--- config.mk ---
export PLATFORM = sky130hd
export DESIGN_NAME = subject_line_normalizer
export DESIGN_NICKNAME = d
export VERILOG_FILES = /design/src/hw/rtl/sln_pkg.sv /design/src/hw/rtl/subject_line_normalizer.sv
export SDC_FILE = /design/constraint.sdc
export NUM_CORES = 1
export LEC_CHECK = 0
export BUFFER_PORTS_ARGS = -buffer_cell sky130_fd_sc_hd__buf_2
export CAP_MARGIN = 20
export CORE_MARGIN = 4
export CORE_UTILIZATION = 60
export CTS_CLUSTER_DIAMETER = 80
export DETAILED_ROUTE_END_ITERATION = 7
export GPL_TIMING_DRIVEN = 0
export PLACE_DENSITY = 0.77
export SYNTH_ARGS = -nofsm -noshare
export SYNTH_HDL_FRONTEND = slang
export SYNTH_SLANG_ARGS = --single-unit
--- constraint.sdc ---
create_clock -name i_clk -period 10.4 [get_ports i_clk]
set_input_delay 1.04 -clock i_clk [delete_from_list [all_inputs] [get_ports i_clk]]
set_output_delay 1.04 -clock i_clk [all_outputs]
set_load 0.03 [all_outputs]
--- src/hw/rtl/sln_pkg.sv ---
`timescale 1ns / 1ps
`default_nettype none
// ----------------------------------------------------------------------------
// sln_pkg: shared types and constants for the subject line normalizer
// prefix phases, sequencer states and sizing of the counters and buffer
// ----------------------------------------------------------------------------
package sln_pkg;

    localparam int MAX_OUT    = 512;
    localparam int CNT_W      = $clog2(MAX_OUT);
    localparam int OUT_LIMIT  = MAX_OUT - 1;
    localparam int LEN_W      = 9;
    localparam int BUF_DEPTH  = 18;
    localparam int BUF_AW     = $clog2(BUF_DEPTH);
    localparam int SCAN_W     = $clog2(BUF_DEPTH + 1);
    localparam int WORD_LIMIT = 8;
    localparam int TAG_LIMIT  = 16;

    localparam logic [7:0] CH_COLON = 8'h3a;
    localparam logic [7:0] CH_LBRK  = 8'h5b;
    localparam logic [7:0] CH_RBRK  = 8'h5d;
    localparam logic [7:0] CH_SPACE = 8'h20;
    localparam logic [7:0] CH_LF    = 8'h0a;
    localparam logic [7:0] CH_CR    = 8'h0d;
    localparam logic [7:0] CH_TAB   = 8'h09;
    localparam logic [7:0] CH_W     = 8'h77;
    localparam logic [7:0] CH_A     = 8'h61;
    localparam logic [7:0] CH_S     = 8'h73;

    localparam logic KIND_CHAR = 1'b0;
    localparam logic KIND_END  = 1'b1;

    // prefix / output phase of the normalizer
    typedef enum logic [2:0] {
        PH_SKIPWS,
        PH_WORD,
        PH_TAG,
        PH_EMIT,
        PH_FULL,
        PH_DONE
    } t_phase;

    // sequencer states
    typedef enum logic [2:0] {
        S_IDLE,
        S_DECIDE,
        S_REPLAY,
        S_BYTE,
        S_END,
        S_FLUSH
    } t_seq;

    function automatic logic is_blank(input logic [7:0] b);
        is_blank = (b == CH_SPACE) || (b == CH_LF) || (b == CH_CR) || (b == CH_TAB);
    endfunction

    function automatic logic is_alnum(input logic [7:0] b);
        is_alnum = (b >= 8'h61 && b <= 8'h7a) || (b >= 8'h41 && b <= 8'h5a)
                || (b >= 8'h30 && b <= 8'h39);
    endfunction

    function automatic logic [7:0] low_case(input logic [7:0] b);
        low_case = (b >= 8'h41 && b <= 8'h5a) ? (b | 8'h20) : b;
    endfunction

endpackage
`default_nettype wire

--- src/hw/rtl/subject_line_normalizer.sv ---
`timescale 1ns / 1ps
`default_nettype none
// ----------------------------------------------------------------------------
// subject_line_normalizer: canonical subject line, one byte word at a time
// skips reply/forward prefixes and bracketed tags, then lowercases alnum,
// drops punctuation and folds whitespace into single spaces
// ----------------------------------------------------------------------------
// sequence: a word is captured in S_IDLE, decided in S_DECIDE, then each
//   output step of the shared byte unit runs in S_REPLAY or S_BYTE (a byte
//   with a pending space is revisited); S_FLUSH marks the last result
// input: one word at a time, as o_in_stall holds new words until S_IDLE;
//   a prefix break replays up to 18 buffered bytes
// reset: synchronous active-low i_rst_n clears sequencer, phase, counters and
//   output valid; the replay buffer is not cleared

module subject_line_normalizer (
    input  wire logic                      i_clk,
    input  wire logic                      i_rst_n,
    input  wire logic                      i_in_valid,
    output logic                           o_in_stall,
    input  wire logic [7:0]                i_in_byte,
    input  wire logic                      i_in_end,
    output logic                           o_out_valid,
    input  wire logic                      i_out_stall,
    output logic                           o_out_kind,
    output logic [7:0]                     o_out_char,
    output logic [sln_pkg::LEN_W-1:0]      o_out_length,
    output logic                           o_out_last_of_run
);

    localparam int CW = sln_pkg::CNT_W;
    localparam int SW = sln_pkg::SCAN_W;
    localparam int AW = sln_pkg::BUF_AW;
    localparam int LW = sln_pkg::LEN_W;

    // sequencer and model state
    sln_pkg::t_seq   r_seq, n_seq;
    sln_pkg::t_phase r_phase, n_phase;
    logic [SW-1:0]   r_scan, n_scan;
    logic [CW-1:0]   r_written, n_written;
    logic [CW-1:0]   r_lastsp, n_lastsp;
    logic            r_pending, n_pending;
    logic            r_rewind, n_rewind;
    logic [23:0]     r_recent, n_recent;

    // replay buffer of the candidate prefix word
    logic [7:0]      r_buf [sln_pkg::BUF_DEPTH];
    logic            w_store;
    logic [7:0]      w_store_byte;

    // captured input word and replay control
    logic [7:0]      r_cur_byte, n_cur_byte;
    logic            r_cur_end, n_cur_end;
    logic [AW-1:0]   r_idx, n_idx;
    logic [SW-1:0]   r_count, n_count;

    // one-deep hold so the last result of a word can be flagged
    logic            r_hold_valid, n_hold_valid;
    logic            r_hold_kind, n_hold_kind;
    logic [7:0]      r_hold_char, n_hold_char;
    logic [LW-1:0]   r_hold_len, n_hold_len;

    // output register
    logic            r_out_valid, n_out_valid;
    logic            r_out_kind, n_out_kind;
    logic [7:0]      r_out_char, n_out_char;
    logic [LW-1:0]   r_out_len, n_out_len;
    logic            r_out_last, n_out_last;

    logic            w_accept;
    logic            w_slot;
    logic            w_go;
    logic            w_brk;
    logic            w_flush;
    logic            w_res_valid;
    logic            w_res_kind;
    logic [7:0]      w_res_char;
    logic [LW-1:0]   w_res_len;

    // shared byte unit results
    logic [7:0]      w_b;
    logic            s_res;
    logic [7:0]      s_char;
    logic            s_done;
    sln_pkg::t_phase s_phase;
    logic [CW-1:0]   s_written;
    logic [CW-1:0]   s_lastsp;
    logic            s_pending;
    logic            s_rewind;
    logic [23:0]     s_recent;
    logic            s_was;

    // prefix decision scratch
    sln_pkg::t_phase p_phase;
    logic [SW-1:0]   p_scan;

    assign o_in_stall        = (r_seq != sln_pkg::S_IDLE);
    assign w_accept          = i_in_valid && !o_in_stall;
    assign w_slot            = !r_out_valid || !i_out_stall;
    assign o_out_valid       = r_out_valid;
    assign o_out_kind        = r_out_kind;
    assign o_out_char        = r_out_char;
    assign o_out_length      = r_out_len;
    assign o_out_last_of_run = r_out_last;

    assign w_b = (r_seq == sln_pkg::S_REPLAY) ? r_buf[r_idx] : r_cur_byte;

    // shared byte unit: one output step of one byte per cycle while the output path is not stalled
    always_comb begin
        s_res     = 1'b0;
        s_char    = w_b;
        s_done    = 1'b1;
        s_phase   = r_phase;
        s_written = r_written;
        s_lastsp  = r_lastsp;
        s_pending = r_pending;
        s_rewind  = r_rewind;
        s_recent  = {r_recent[15:0], w_b};
        s_was     = (sln_pkg::low_case(r_recent[23:16]) == sln_pkg::CH_W)
                 && (sln_pkg::low_case(r_recent[15:8]) == sln_pkg::CH_A)
                 && (sln_pkg::low_case(r_recent[7:0]) == sln_pkg::CH_S);
        case (r_phase)
            sln_pkg::PH_FULL: begin
                // byte right after a full output decides the rewind
                if (w_b == sln_pkg::CH_COLON) begin
                    s_rewind = 1'b1;
                end
                s_phase  = sln_pkg::PH_DONE;
                s_recent = r_recent;
            end
            sln_pkg::PH_EMIT: begin
                if (sln_pkg::is_blank(w_b)) begin
                    s_pending = 1'b1;
                end else if (w_b == sln_pkg::CH_COLON
                             && r_written > CW'(sln_pkg::WORD_LIMIT) && s_was) begin
                    s_phase  = sln_pkg::PH_DONE;
                    s_rewind = 1'b1;
                    s_recent = r_recent;
                end else if (sln_pkg::is_alnum(w_b)) begin
                    s_res     = 1'b1;
                    s_written = r_written + CW'(1);
                    if (r_pending) begin
                        // pending space goes first, byte is revisited next step
                        s_char    = sln_pkg::CH_SPACE;
                        s_lastsp  = r_written;
                        s_pending = 1'b0;
                        s_recent  = r_recent;
                        if (s_written == CW'(sln_pkg::OUT_LIMIT)) begin
                            s_phase = sln_pkg::PH_DONE;
                        end else begin
                            s_done = 1'b0;
                        end
                    end else begin
                        s_char = sln_pkg::low_case(w_b);
                        if (s_written == CW'(sln_pkg::OUT_LIMIT)) begin
                            s_phase = sln_pkg::PH_FULL;
                        end
                    end
                end
            end
            default: begin
                s_recent = r_recent;
            end
        endcase
    end

    // datapath and handshake
    always_comb begin
        n_phase      = r_phase;
        n_scan       = r_scan;
        n_written    = r_written;
        n_lastsp     = r_lastsp;
        n_pending    = r_pending;
        n_rewind     = r_rewind;
        n_recent     = r_recent;
        n_cur_byte   = r_cur_byte;
        n_cur_end    = r_cur_end;
        n_idx        = r_idx;
        n_count      = r_count;
        n_hold_valid = r_hold_valid;
        n_hold_kind  = r_hold_kind;
        n_hold_char  = r_hold_char;
        n_hold_len   = r_hold_len;
        n_out_valid  = r_out_valid;
        n_out_kind   = r_out_kind;
        n_out_char   = r_out_char;
        n_out_len    = r_out_len;
        n_out_last   = r_out_last;
        w_store      = 1'b0;
        w_store_byte = r_cur_byte;
        w_brk        = 1'b0;
        w_flush      = 1'b0;
        w_res_valid  = 1'b0;
        w_res_kind   = sln_pkg::KIND_CHAR;
        w_res_char   = s_char;
        w_res_len    = '0;
        p_phase      = r_phase;
        p_scan       = r_scan;
        w_go         = 1'b1;

        case (r_seq)
            sln_pkg::S_IDLE: begin
                if (w_accept) begin
                    n_cur_byte = i_in_byte;
                    n_cur_end  = i_in_end;
                end
            end
            sln_pkg::S_DECIDE: begin
                if (r_phase == sln_pkg::PH_SKIPWS || r_phase == sln_pkg::PH_WORD
                    || r_phase == sln_pkg::PH_TAG) begin
                    if (r_cur_end) begin
                        // all-prefix subject: last candidate word is replayed
                        w_brk = 1'b1;
                    end else begin
                        if (r_phase == sln_pkg::PH_SKIPWS
                            && !sln_pkg::is_blank(r_cur_byte)) begin
                            p_scan  = '0;
                            p_phase = sln_pkg::PH_WORD;
                        end
                        if (p_phase == sln_pkg::PH_WORD) begin
                            if (r_cur_byte == sln_pkg::CH_LBRK && p_scan == '0) begin
                                p_phase = sln_pkg::PH_TAG;
                                w_store = 1'b1;
                            end else if (r_cur_byte == sln_pkg::CH_COLON) begin
                                p_phase = sln_pkg::PH_SKIPWS;
                                w_store = 1'b1;
                            end else if (r_cur_byte == sln_pkg::CH_SPACE
                                         || p_scan > SW'(sln_pkg::WORD_LIMIT)) begin
                                w_brk = 1'b1;
                            end else begin
                                w_store = 1'b1;
                            end
                        end else if (p_phase == sln_pkg::PH_TAG) begin
                            if (r_cur_byte == sln_pkg::CH_RBRK) begin
                                p_phase = sln_pkg::PH_SKIPWS;
                                w_store = 1'b1;
                            end else if (p_scan > SW'(sln_pkg::TAG_LIMIT)) begin
                                w_brk = 1'b1;
                            end else begin
                                w_store = 1'b1;
                            end
                        end
                    end
                    if (w_brk) begin
                        n_phase   = sln_pkg::PH_EMIT;
                        n_count   = p_scan;
                        n_idx     = '0;
                        n_scan    = '0;
                        n_written = '0;
                        n_lastsp  = '0;
                        n_pending = 1'b0;
                        n_rewind  = 1'b0;
                        n_recent  = '0;
                    end else begin
                        n_phase = p_phase;
                        n_scan  = w_store ? p_scan + SW'(1) : p_scan;
                    end
                end
            end
            sln_pkg::S_REPLAY, sln_pkg::S_BYTE: begin
                w_res_valid = s_res;
                w_go        = !s_res || !r_hold_valid || w_slot;
                if (w_go) begin
                    n_phase   = s_phase;
                    n_written = s_written;
                    n_lastsp  = s_lastsp;
                    n_pending = s_pending;
                    n_rewind  = s_rewind;
                    n_recent  = s_recent;
                    if (r_seq == sln_pkg::S_REPLAY && s_done) begin
                        n_idx = r_idx + AW'(1);
                    end
                end
            end
            sln_pkg::S_END: begin
                w_res_valid = 1'b1;
                w_res_kind  = sln_pkg::KIND_END;
                w_res_char  = '0;
                w_res_len   = (r_phase == sln_pkg::PH_DONE && r_rewind)
                            ? LW'(r_lastsp) : LW'(r_written);
                w_go        = !r_hold_valid || w_slot;
                if (w_go) begin
                    // back to the state after reset for the next subject
                    n_phase   = sln_pkg::PH_SKIPWS;
                    n_scan    = '0;
                    n_written = '0;
                    n_lastsp  = '0;
                    n_pending = 1'b0;
                    n_rewind  = 1'b0;
                    n_recent  = '0;
                end
            end
            sln_pkg::S_FLUSH: begin
                w_flush = r_hold_valid && w_slot;
            end
            default: begin
            end
        endcase

        if (r_out_valid && !i_out_stall) begin
            n_out_valid = 1'b0;
        end
        if (w_res_valid && w_go) begin
            // a newer result exists, so the held one is not the last
            if (r_hold_valid) begin
                n_out_valid = 1'b1;
                n_out_kind  = r_hold_kind;
                n_out_char  = r_hold_char;
                n_out_len   = r_hold_len;
                n_out_last  = 1'b0;
            end
            n_hold_valid = 1'b1;
            n_hold_kind  = w_res_kind;
            n_hold_char  = w_res_char;
            n_hold_len   = w_res_len;
        end else if (w_flush) begin
            n_out_valid  = 1'b1;
            n_out_kind   = r_hold_kind;
            n_out_char   = r_hold_char;
            n_out_len    = r_hold_len;
            n_out_last   = 1'b1;
            n_hold_valid = 1'b0;
        end
    end

    // sequencer next state
    always_comb begin
        n_seq = r_seq;
        case (r_seq)
            sln_pkg::S_IDLE: begin
                if (w_accept) begin
                    n_seq = sln_pkg::S_DECIDE;
                end
            end
            sln_pkg::S_DECIDE: begin
                if (w_brk) begin
                    if (n_count != '0) begin
                        n_seq = sln_pkg::S_REPLAY;
                    end else if (r_cur_end) begin
                        n_seq = sln_pkg::S_END;
                    end else begin
                        n_seq = sln_pkg::S_BYTE;
                    end
                end else if (r_cur_end) begin
                    n_seq = sln_pkg::S_END;
                end else if (r_phase == sln_pkg::PH_EMIT || r_phase == sln_pkg::PH_FULL) begin
                    n_seq = sln_pkg::S_BYTE;
                end else begin
                    n_seq = sln_pkg::S_IDLE;
                end
            end
            sln_pkg::S_REPLAY: begin
                if (w_go && s_done && (SW'(r_idx) + SW'(1) == r_count)) begin
                    n_seq = r_cur_end ? sln_pkg::S_END : sln_pkg::S_BYTE;
                end
            end
            sln_pkg::S_BYTE: begin
                if (w_go && s_done) begin
                    n_seq = sln_pkg::S_FLUSH;
                end
            end
            sln_pkg::S_END: begin
                if (w_go) begin
                    n_seq = sln_pkg::S_FLUSH;
                end
            end
            sln_pkg::S_FLUSH: begin
                if (!r_hold_valid || w_slot) begin
                    n_seq = sln_pkg::S_IDLE;
                end
            end
            default: begin
                n_seq = sln_pkg::S_IDLE;
            end
        endcase
    end

    // control registers
    always_ff @(posedge i_clk) begin
        if (!i_rst_n) begin
            r_seq        <= sln_pkg::S_IDLE;
            r_phase      <= sln_pkg::PH_SKIPWS;
            r_scan       <= '0;
            r_written    <= '0;
            r_lastsp     <= '0;
            r_pending    <= 1'b0;
            r_rewind     <= 1'b0;
            r_recent     <= '0;
            r_idx        <= '0;
            r_count      <= '0;
            r_hold_valid <= 1'b0;
            r_out_valid  <= 1'b0;
        end else begin
            r_seq        <= n_seq;
            r_phase      <= n_phase;
            r_scan       <= n_scan;
            r_written    <= n_written;
            r_lastsp     <= n_lastsp;
            r_pending    <= n_pending;
            r_rewind     <= n_rewind;
            r_recent     <= n_recent;
            r_idx        <= n_idx;
            r_count      <= n_count;
            r_hold_valid <= n_hold_valid;
            r_out_valid  <= n_out_valid;
        end
    end

    // payload registers
    always_ff @(posedge i_clk) begin
        r_cur_byte  <= n_cur_byte;
        r_cur_end   <= n_cur_end;
        r_hold_kind <= n_hold_kind;
        r_hold_char <= n_hold_char;
        r_hold_len  <= n_hold_len;
        r_out_kind  <= n_out_kind;
        r_out_char  <= n_out_char;
        r_out_len   <= n_out_len;
        r_out_last  <= n_out_last;
    end

    // replay buffer write
    always_ff @(posedge i_clk) begin
        if (w_store && p_scan < SW'(sln_pkg::BUF_DEPTH)) begin
            r_buf[AW'(p_scan)] <= w_store_byte;
        end
    end

`ifndef SYNTH
    a_hold_empty_idle: assert property (@(posedge i_clk) disable iff (!i_rst_n)
        (r_seq == sln_pkg::S_IDLE) |-> !r_hold_valid)
        else $error("held result left behind when idle");

    a_scan_bound: assert property (@(posedge i_clk) disable iff (!i_rst_n)
        r_scan <= SW'(sln_pkg::BUF_DEPTH))
        else $error("prefix scan offset beyond buffer depth");

    a_written_bound: assert property (@(posedge i_clk) disable iff (!i_rst_n)
        r_written <= CW'(sln_pkg::OUT_LIMIT))
        else $error("written count beyond output limit");

    a_end_is_last: assert property (@(posedge i_clk) disable iff (!i_rst_n)
        (r_out_valid && r_out_kind == sln_pkg::KIND_END) |-> r_out_last)
        else $error("end word not flagged last");

    a_replay_index: assert property (@(posedge i_clk) disable iff (!i_rst_n)
        (r_seq == sln_pkg::S_REPLAY) |-> (SW'(r_idx) < r_count))
        else $error("replay index past buffered count");
`endif

endmodule
`default_nettype wire
# After elaboration in Yosys (flattened, before gate mapping)
# Memory sizes are Yosys's and may differ from the RTL's. A register that Yosys moved wholly into a read port is not among the register bits.
# Index checks and enable logic that the tools add are counted.
# Widths: inputs -> output; s select.
# totals
reg_bits	113
latch_bits	0
ramBits	144
mem_bits_ro	0
input_bits	13
output_inout_bits	21
elab_cells	326
n_memories	1
# memory_table
memory	words	width	rd	rd_clocked_by_memory_dff	wr	line_no	source
r_buf	18	8	1	1	1	subject_line_normalizer.sv:47	logic [7:0] r_buf [sln_pkg::BUF_DEPTH];
# classes
add_sub_neg	3
mul	0
div	0
magnitude_cmp	16
eq_ne	55
n_shift	0
n_mux	166
bitwise_logic	0
n_reduce_logical	64
# op_table
op	n
$mux 24	9
$mux 9	18
$mux 5	22
$mux 3	28
$mux 8	9
$pmux 24 s3	1
$mux 1	62
$pmux 9 s3	2
$eq 8x4->1 const B	6
$eq 8x7->1 const B	5
$ge 8x7->1 const B	5
$le 8x7->1 const B	5
$eq 8x6->1 const B	4
$ne 2x2->1 const B	14
$reduce_and 9->1	3
$mux 6	4
$logic_and 1x1->1	21
$pmux 5 s2	2
$ne 3x3->1 const B	6
$pmux 3 s6	1
$logic_or 1x1->1	16
$reduce_and 8->1	2
$eq 3x2->1 const B	5
$eq 3x3->1 const B	4
other kinds (30)	50

# Logic depth before layout (Yosys ltp)
# depth
ltp_word	26
depth_mapped	16
depth_no_buf	11

# Worst setup path before layout
# OpenSTA, ideal clock, no wires.
# synth_timing
kind	reg-to-reg
from	reg with a tool-made name
to	reg r_out_char[0] (netlist: o_out_char[0]) (enable)
setup_ns	0.401
arrival_ns	3.859
t_required_ns	9.999
path_slack_ns	6.139
stages_incl_launch_ff	14
n_path_buf	3
synth_period_minus_slack_ns	4.261
path_cell_list	dfxtp_1 buf_2 buf_2 clkbuf_1 mux4_2 mux2i_1 nor2_1 a2111oi_4 o211ai_1 o211ai_2 a32oi_2 nor3_1 o21ai_0 a21oi_1
# synth_lines
element	line_no	source
end signal: assignment	subject_line_normalizer.sv:417	r_out_char <= n_out_char;
end: declaration	subject_line_normalizer.sv:66	logic [7:0] r_out_char, n_out_char;

# Final worst setup path
# layout_timing
from	reg r_cur_byte[0]
to	mem r_buf[5][5] (enable)
# layout_via
elab_chain_cells	24
word_cells_on_any_way	48
cone_classes	order compare: 3; eq/ne: 9; mux: 27; reduce/logical: 9
# layout_lines
element	line_no	source
start: declaration	subject_line_normalizer.sv:52	logic [7:0] r_cur_byte, n_cur_byte;
start signal: assignment	subject_line_normalizer.sv:411	r_cur_byte <= n_cur_byte;
$eq 8x6->1 / $eq 8x4->1 (equally long branches)	sln_pkg.sv:54, subject_line_normalizer.sv:227	
$logic_or 1x1->1 (3 in a row)	sln_pkg.sv:54	is_blank = (b == CH_SPACE) || (b == CH_LF) || (b == CH_CR) || (b == CH_TAB);
$logic_not 1->1	subject_line_normalizer.sv:216	&& !sln_pkg::is_blank(r_cur_byte)) begin
$logic_and 1x1->1	subject_line_normalizer.sv:216	
$mux 5	subject_line_normalizer.sv:215	if (r_phase == sln_pkg::PH_SKIPWS
$mux 5	subject_line_normalizer.sv:211	if (r_cur_end) begin
$mux 5	subject_line_normalizer.sv:209	if (r_phase == sln_pkg::PH_SKIPWS || r_phase == sln_pkg::PH_WORD
$mux 5	subject_line_normalizer.sv:201	case (r_seq)
[6 not listed]	n/a	
$mux 1	subject_line_normalizer.sv:211	
$mux 1	subject_line_normalizer.sv:209	
$mux 1	subject_line_normalizer.sv:201	
$mux 1	subject_line_normalizer.sv:209	
$mux 1	subject_line_normalizer.sv:201	
$logic_and 1x1->1	subject_line_normalizer.sv:424	if (w_store && p_scan < SW'(sln_pkg::BUF_DEPTH)) begin
$mux 1	subject_line_normalizer.sv:424	
$mux 1 (implied by the code)	subject_line_normalizer.sv:425	r_buf[AW'(p_scan)] <= w_store_byte;
end: declaration	subject_line_normalizer.sv:47	
# Parallel ways exist; a longest one is shown, timed or not. The select of a mux whose other input is x is not followed.

==> results by group <==
Outcome
  – Status: completed

Route
  – Drt pass-1 iters: 5
  – DRC Markers: 0
  – Final ANT Viol Nets: 0
  – Per-cell routed wire length: 21.0 um
  – Vias per inst: 6.42
  – Vias: 7847
  – Starting DRT DRC Count: 937
  – Post-Route WL: 25600 um

Clock tree
  – TritonCTS Buffers: 26
  – Clk pin slew, worst setup/hold paths: 0.06 ns
  – CTS tree: built
  – H-tree Lvls: 1
  – CTS Sinks: 259
  – Maximum clock path buffer count: 3
  – Post CTS Setup Buffer Count: 0
  – CTS root buf: clkbuf_16
  – Clk_lat worst skew: 0.53 ns
  – Post-CTS Hold Buffers: 0
  – PostCTS Resize Cnt: 0

Cells and area
  – Layout cells sized above 1: 0.124
  – Filler Cell Count: 1314
  – Footprint of the multi-input gates: 4070 um2
  – Fin nets: 990
  – Fin area: 12800 um2
  – Ant. Diodes: 0
  – Syn-to-layout area delta: 11.5%
  – FF/Latch Area: 7090 um2
  – Finished Layout Cells: 1222

Critical path
  – Crit path launch type: flip-flop
  – Crit. End Element: flip-flop
  – Buffers & Inverters on Critical Path: 0
  – Arrival time of the worst setup path: 5.46 ns
  – Crit-path leading delay family: simple AND/OR/NAND/NOR gates
  – Max FO, Critical Path: 24
  – Critical-path top delay cell: nor4_1
  – Slowest stage delay, CP: 0.89 ns
  – WP data required: 10.54 ns
  – Crit-path cells: or4b_2, a21oi_1, o21ai_0, o21ai_0, nor3_1, nor4_1, nor3b_1, nand3b_1, nor2_1
  – Cell repeated most along the worst path: o21ai_0
  – Crit Path Class: reg -> reg

STA
  – Fin Setup TNS: 0 ns
  – Achievable Freq: 188 MHz
  – Final setup fails: 0
  – Unrepaired setup endpoints after global routing: no
  – Count of final hold-check violations: 0
  – Min Clock Period, post-route: 5.33 ns
  – Final Cycle Share: 0.512
  – Slew margin rel.: 0.237
  – Final Max Tran Viols: 0
  – Setup Skew: 0.0210 ns
  – Worst-Margin Slew: 1.13 ns

Floorplanning
  – Number of placement rows: 50
  – Initial Utilization: 0.612
  – Die ar.: 21400 um2
  – Die H: 146 um
  – Die Width: 146 um
  – Ports: 34
  – Core Region: 18800 um2

Global route
  – Aggregate global-route resource usage: 0.239
  – Largest net degree at the start of global routing: 25
  – GRT overflow: 0
  – Antenna violations before repair: 0
  – First-pass GRT wire length: 41000 um
  – Vias in the first global route: 7291

Synth
  – Area contributors post-synth: edfxtp_1 (50%), dfxtp_1 (12%), nand2_1 (3.3%)
  – FF+latch count, synth: 259
  – Synth warnings: 0
  – Top-count cell post-synth: edfxtp_1
  – Ys async rst share: 0
  – Most instantiated cells after synthesis: edfxtp_1 (190), nand2_1 (100), dfxtp_1 (69)
  – Cell accounting for the most synthesized area: edfxtp_1
  – Mean Syn Cell Area: 12.6 um2
  – Sequential area share after synthesis: 0.617
  – Synth Instances: 909
  – Synthesized area: 11500 um2
  – Syn Nets: 927
  – EDFF count, synth: 190
  – Synth top area share: 0.497
  – Yosys cell types: 76
  – Ys flop type: edfxtp_1

Placement
  – RD Place Congestion: 0.936
  – # placed instances: 1178
  – PortBufs: 33
  – Detailed placer's ending HPWL: 17300 um
  – DP Area: 12000 um2

Min path
  – Hold Path Class: reg -> reg

Power and ir drop
  – P_leak: 4.21 nW
  – Peak supply drop: 0.000194 V
  – Power per cell area: 228 nW/um2

Flow run
  – Max_cap viols: 0
[state kept, by name, summed over array words and instances (netlist names), named ones only]
register,flops
r_hold_char,8
r_count,5
r_rewind,1
r_written,9
o_out_kind,1
r_pending,1
r_phase,3
r_cur_end,1
o_out_char,8
r_hold_valid,1
r_seq,3
o_out_last_of_run,1
r_hold_len,9
o_out_length,9
r_cur_byte,8
r_hold_kind,1
r_idx,5
r_buf,144
r_recent,21
o_out_valid,1
r_lastsp,9
r_scan,5
[final timing paths]
path                  start            end  slack (ns)  cells after the start
min          r_hold_char[0]  o_out_char[0]        0.42                      0
max reg2reg   r_cur_byte[0]    r_buf[5][5]        5.07                      9
max           r_cur_byte[0]    r_buf[5][5]        5.07                      9
min reg2reg  r_hold_char[0]  o_out_char[0]        0.42                      0
[worst register-to-register path, cell delays in order (launching register included)]
cell and delay (ns):
edfxtp_1 0.75, or4b_2 0.81, a21oi_1 0.18, o21ai_0 0.24, o21ai_0 0.44, nor3_1 0.16
nor4_1 0.89, nor3b_1 0.42, nand3b_1 0.25, nor2_1 0.80
[per-layer routing]
layer	vias to the layer above	wire [um]	global-route usage
li1	3613	-	-
met4	0	419	0.0452
met3	34	2290	0.0357
met2	392	11800	0.374
met1	3808	11100	0.363
met5	-	0	0
[cell usage in the layout, fill, tap and decap left out, types with 5 or more instances in the layout]
cell type,count
o311ai_0,7
a22o_1,13
nand2b_1,9
and2_1,5
clkinv_1,5
xnor2_1,8
a21oi_1,37
nand3_1,26
nand2_1,100
nand4_1,8
o21bai_1,13
o31ai_1,5
mux4_1,12
a31oi_1,9
a22oi_1,13
nor4_1,25
nor2b_1,9
mux4_2,12
mux2i_1,36
o211ai_1,7
clkbuf_16,27
o21a_1,8
and3_1,15
ha_1,5
mux2_2,11
buf_2,39
dfxtp_1,69
clkinv_4,6
nor3_1,16
edfxtp_1,190
nand3b_1,6
inv_1,17
o21ai_0,22
or4b_1,5
clkbuf_1,39
or4_1,7
nor2_1,65
or3_1,7
[report_power, final]
part	total [mW]	switching [mW]	internal (mW)
registers	1.28	0.0719	1.21
clock network	0.908	0.385	0.523
logic	0.740	0.481	0.259
total	2.93	0.938	1.99
[through the flow]
| stage | total power [mW] | util | hold WS (ns) | worst slack [ns] |
|---|---|---|---|---|
| final | 2.93 | 0.682 | 0.418 | 5.07 |
| after CTS | 2.92 | 0.682 | 0.420 | 5.20 |
| after global routing | 3.05 | 0.682 | 0.424 | 4.69 |
| after detailed placement | 2.01 | 0.638 | 0.405 | 5.23 |
| after global placement | 2.01 | 0.636 | 0.401 | 4.86 |
| after floorplan | 1.81 | - | 0.400 | 6.14 |
[cell type report]
cell class | instances | area share
plain buffers | 54 | 0.0210
clock buffers | 27 | 0.0527
clock inverters | 17 | 0.0124
inverters | 18 | 0.00527
multi-input cells | 578 | 0.317
flip-flops and latches | 259 | 0.553
well taps | 234 | 0.0229
repair buffers | 35 | 0.0149
[kinds of logic (layout without fill, tap and decap cells)]
kind of cell | Yosys count | in the layout | share of synthesized area
XOR/XNOR | 11 | 11 | 0.00839
buffers and inverters | 72 | 151 | 0.0293
adder cells (fa/ha/maj) | 5 | 5 | 0.00545
AO/OA/AOI/OAI | 169 | 169 | 0.105
multiplexers | 71 | 71 | 0.0931
AND/OR/NAND/NOR | 322 | 322 | 0.142
flip-flops | 259 | 259 | 0.617
(Power assumes the default switching activity.)
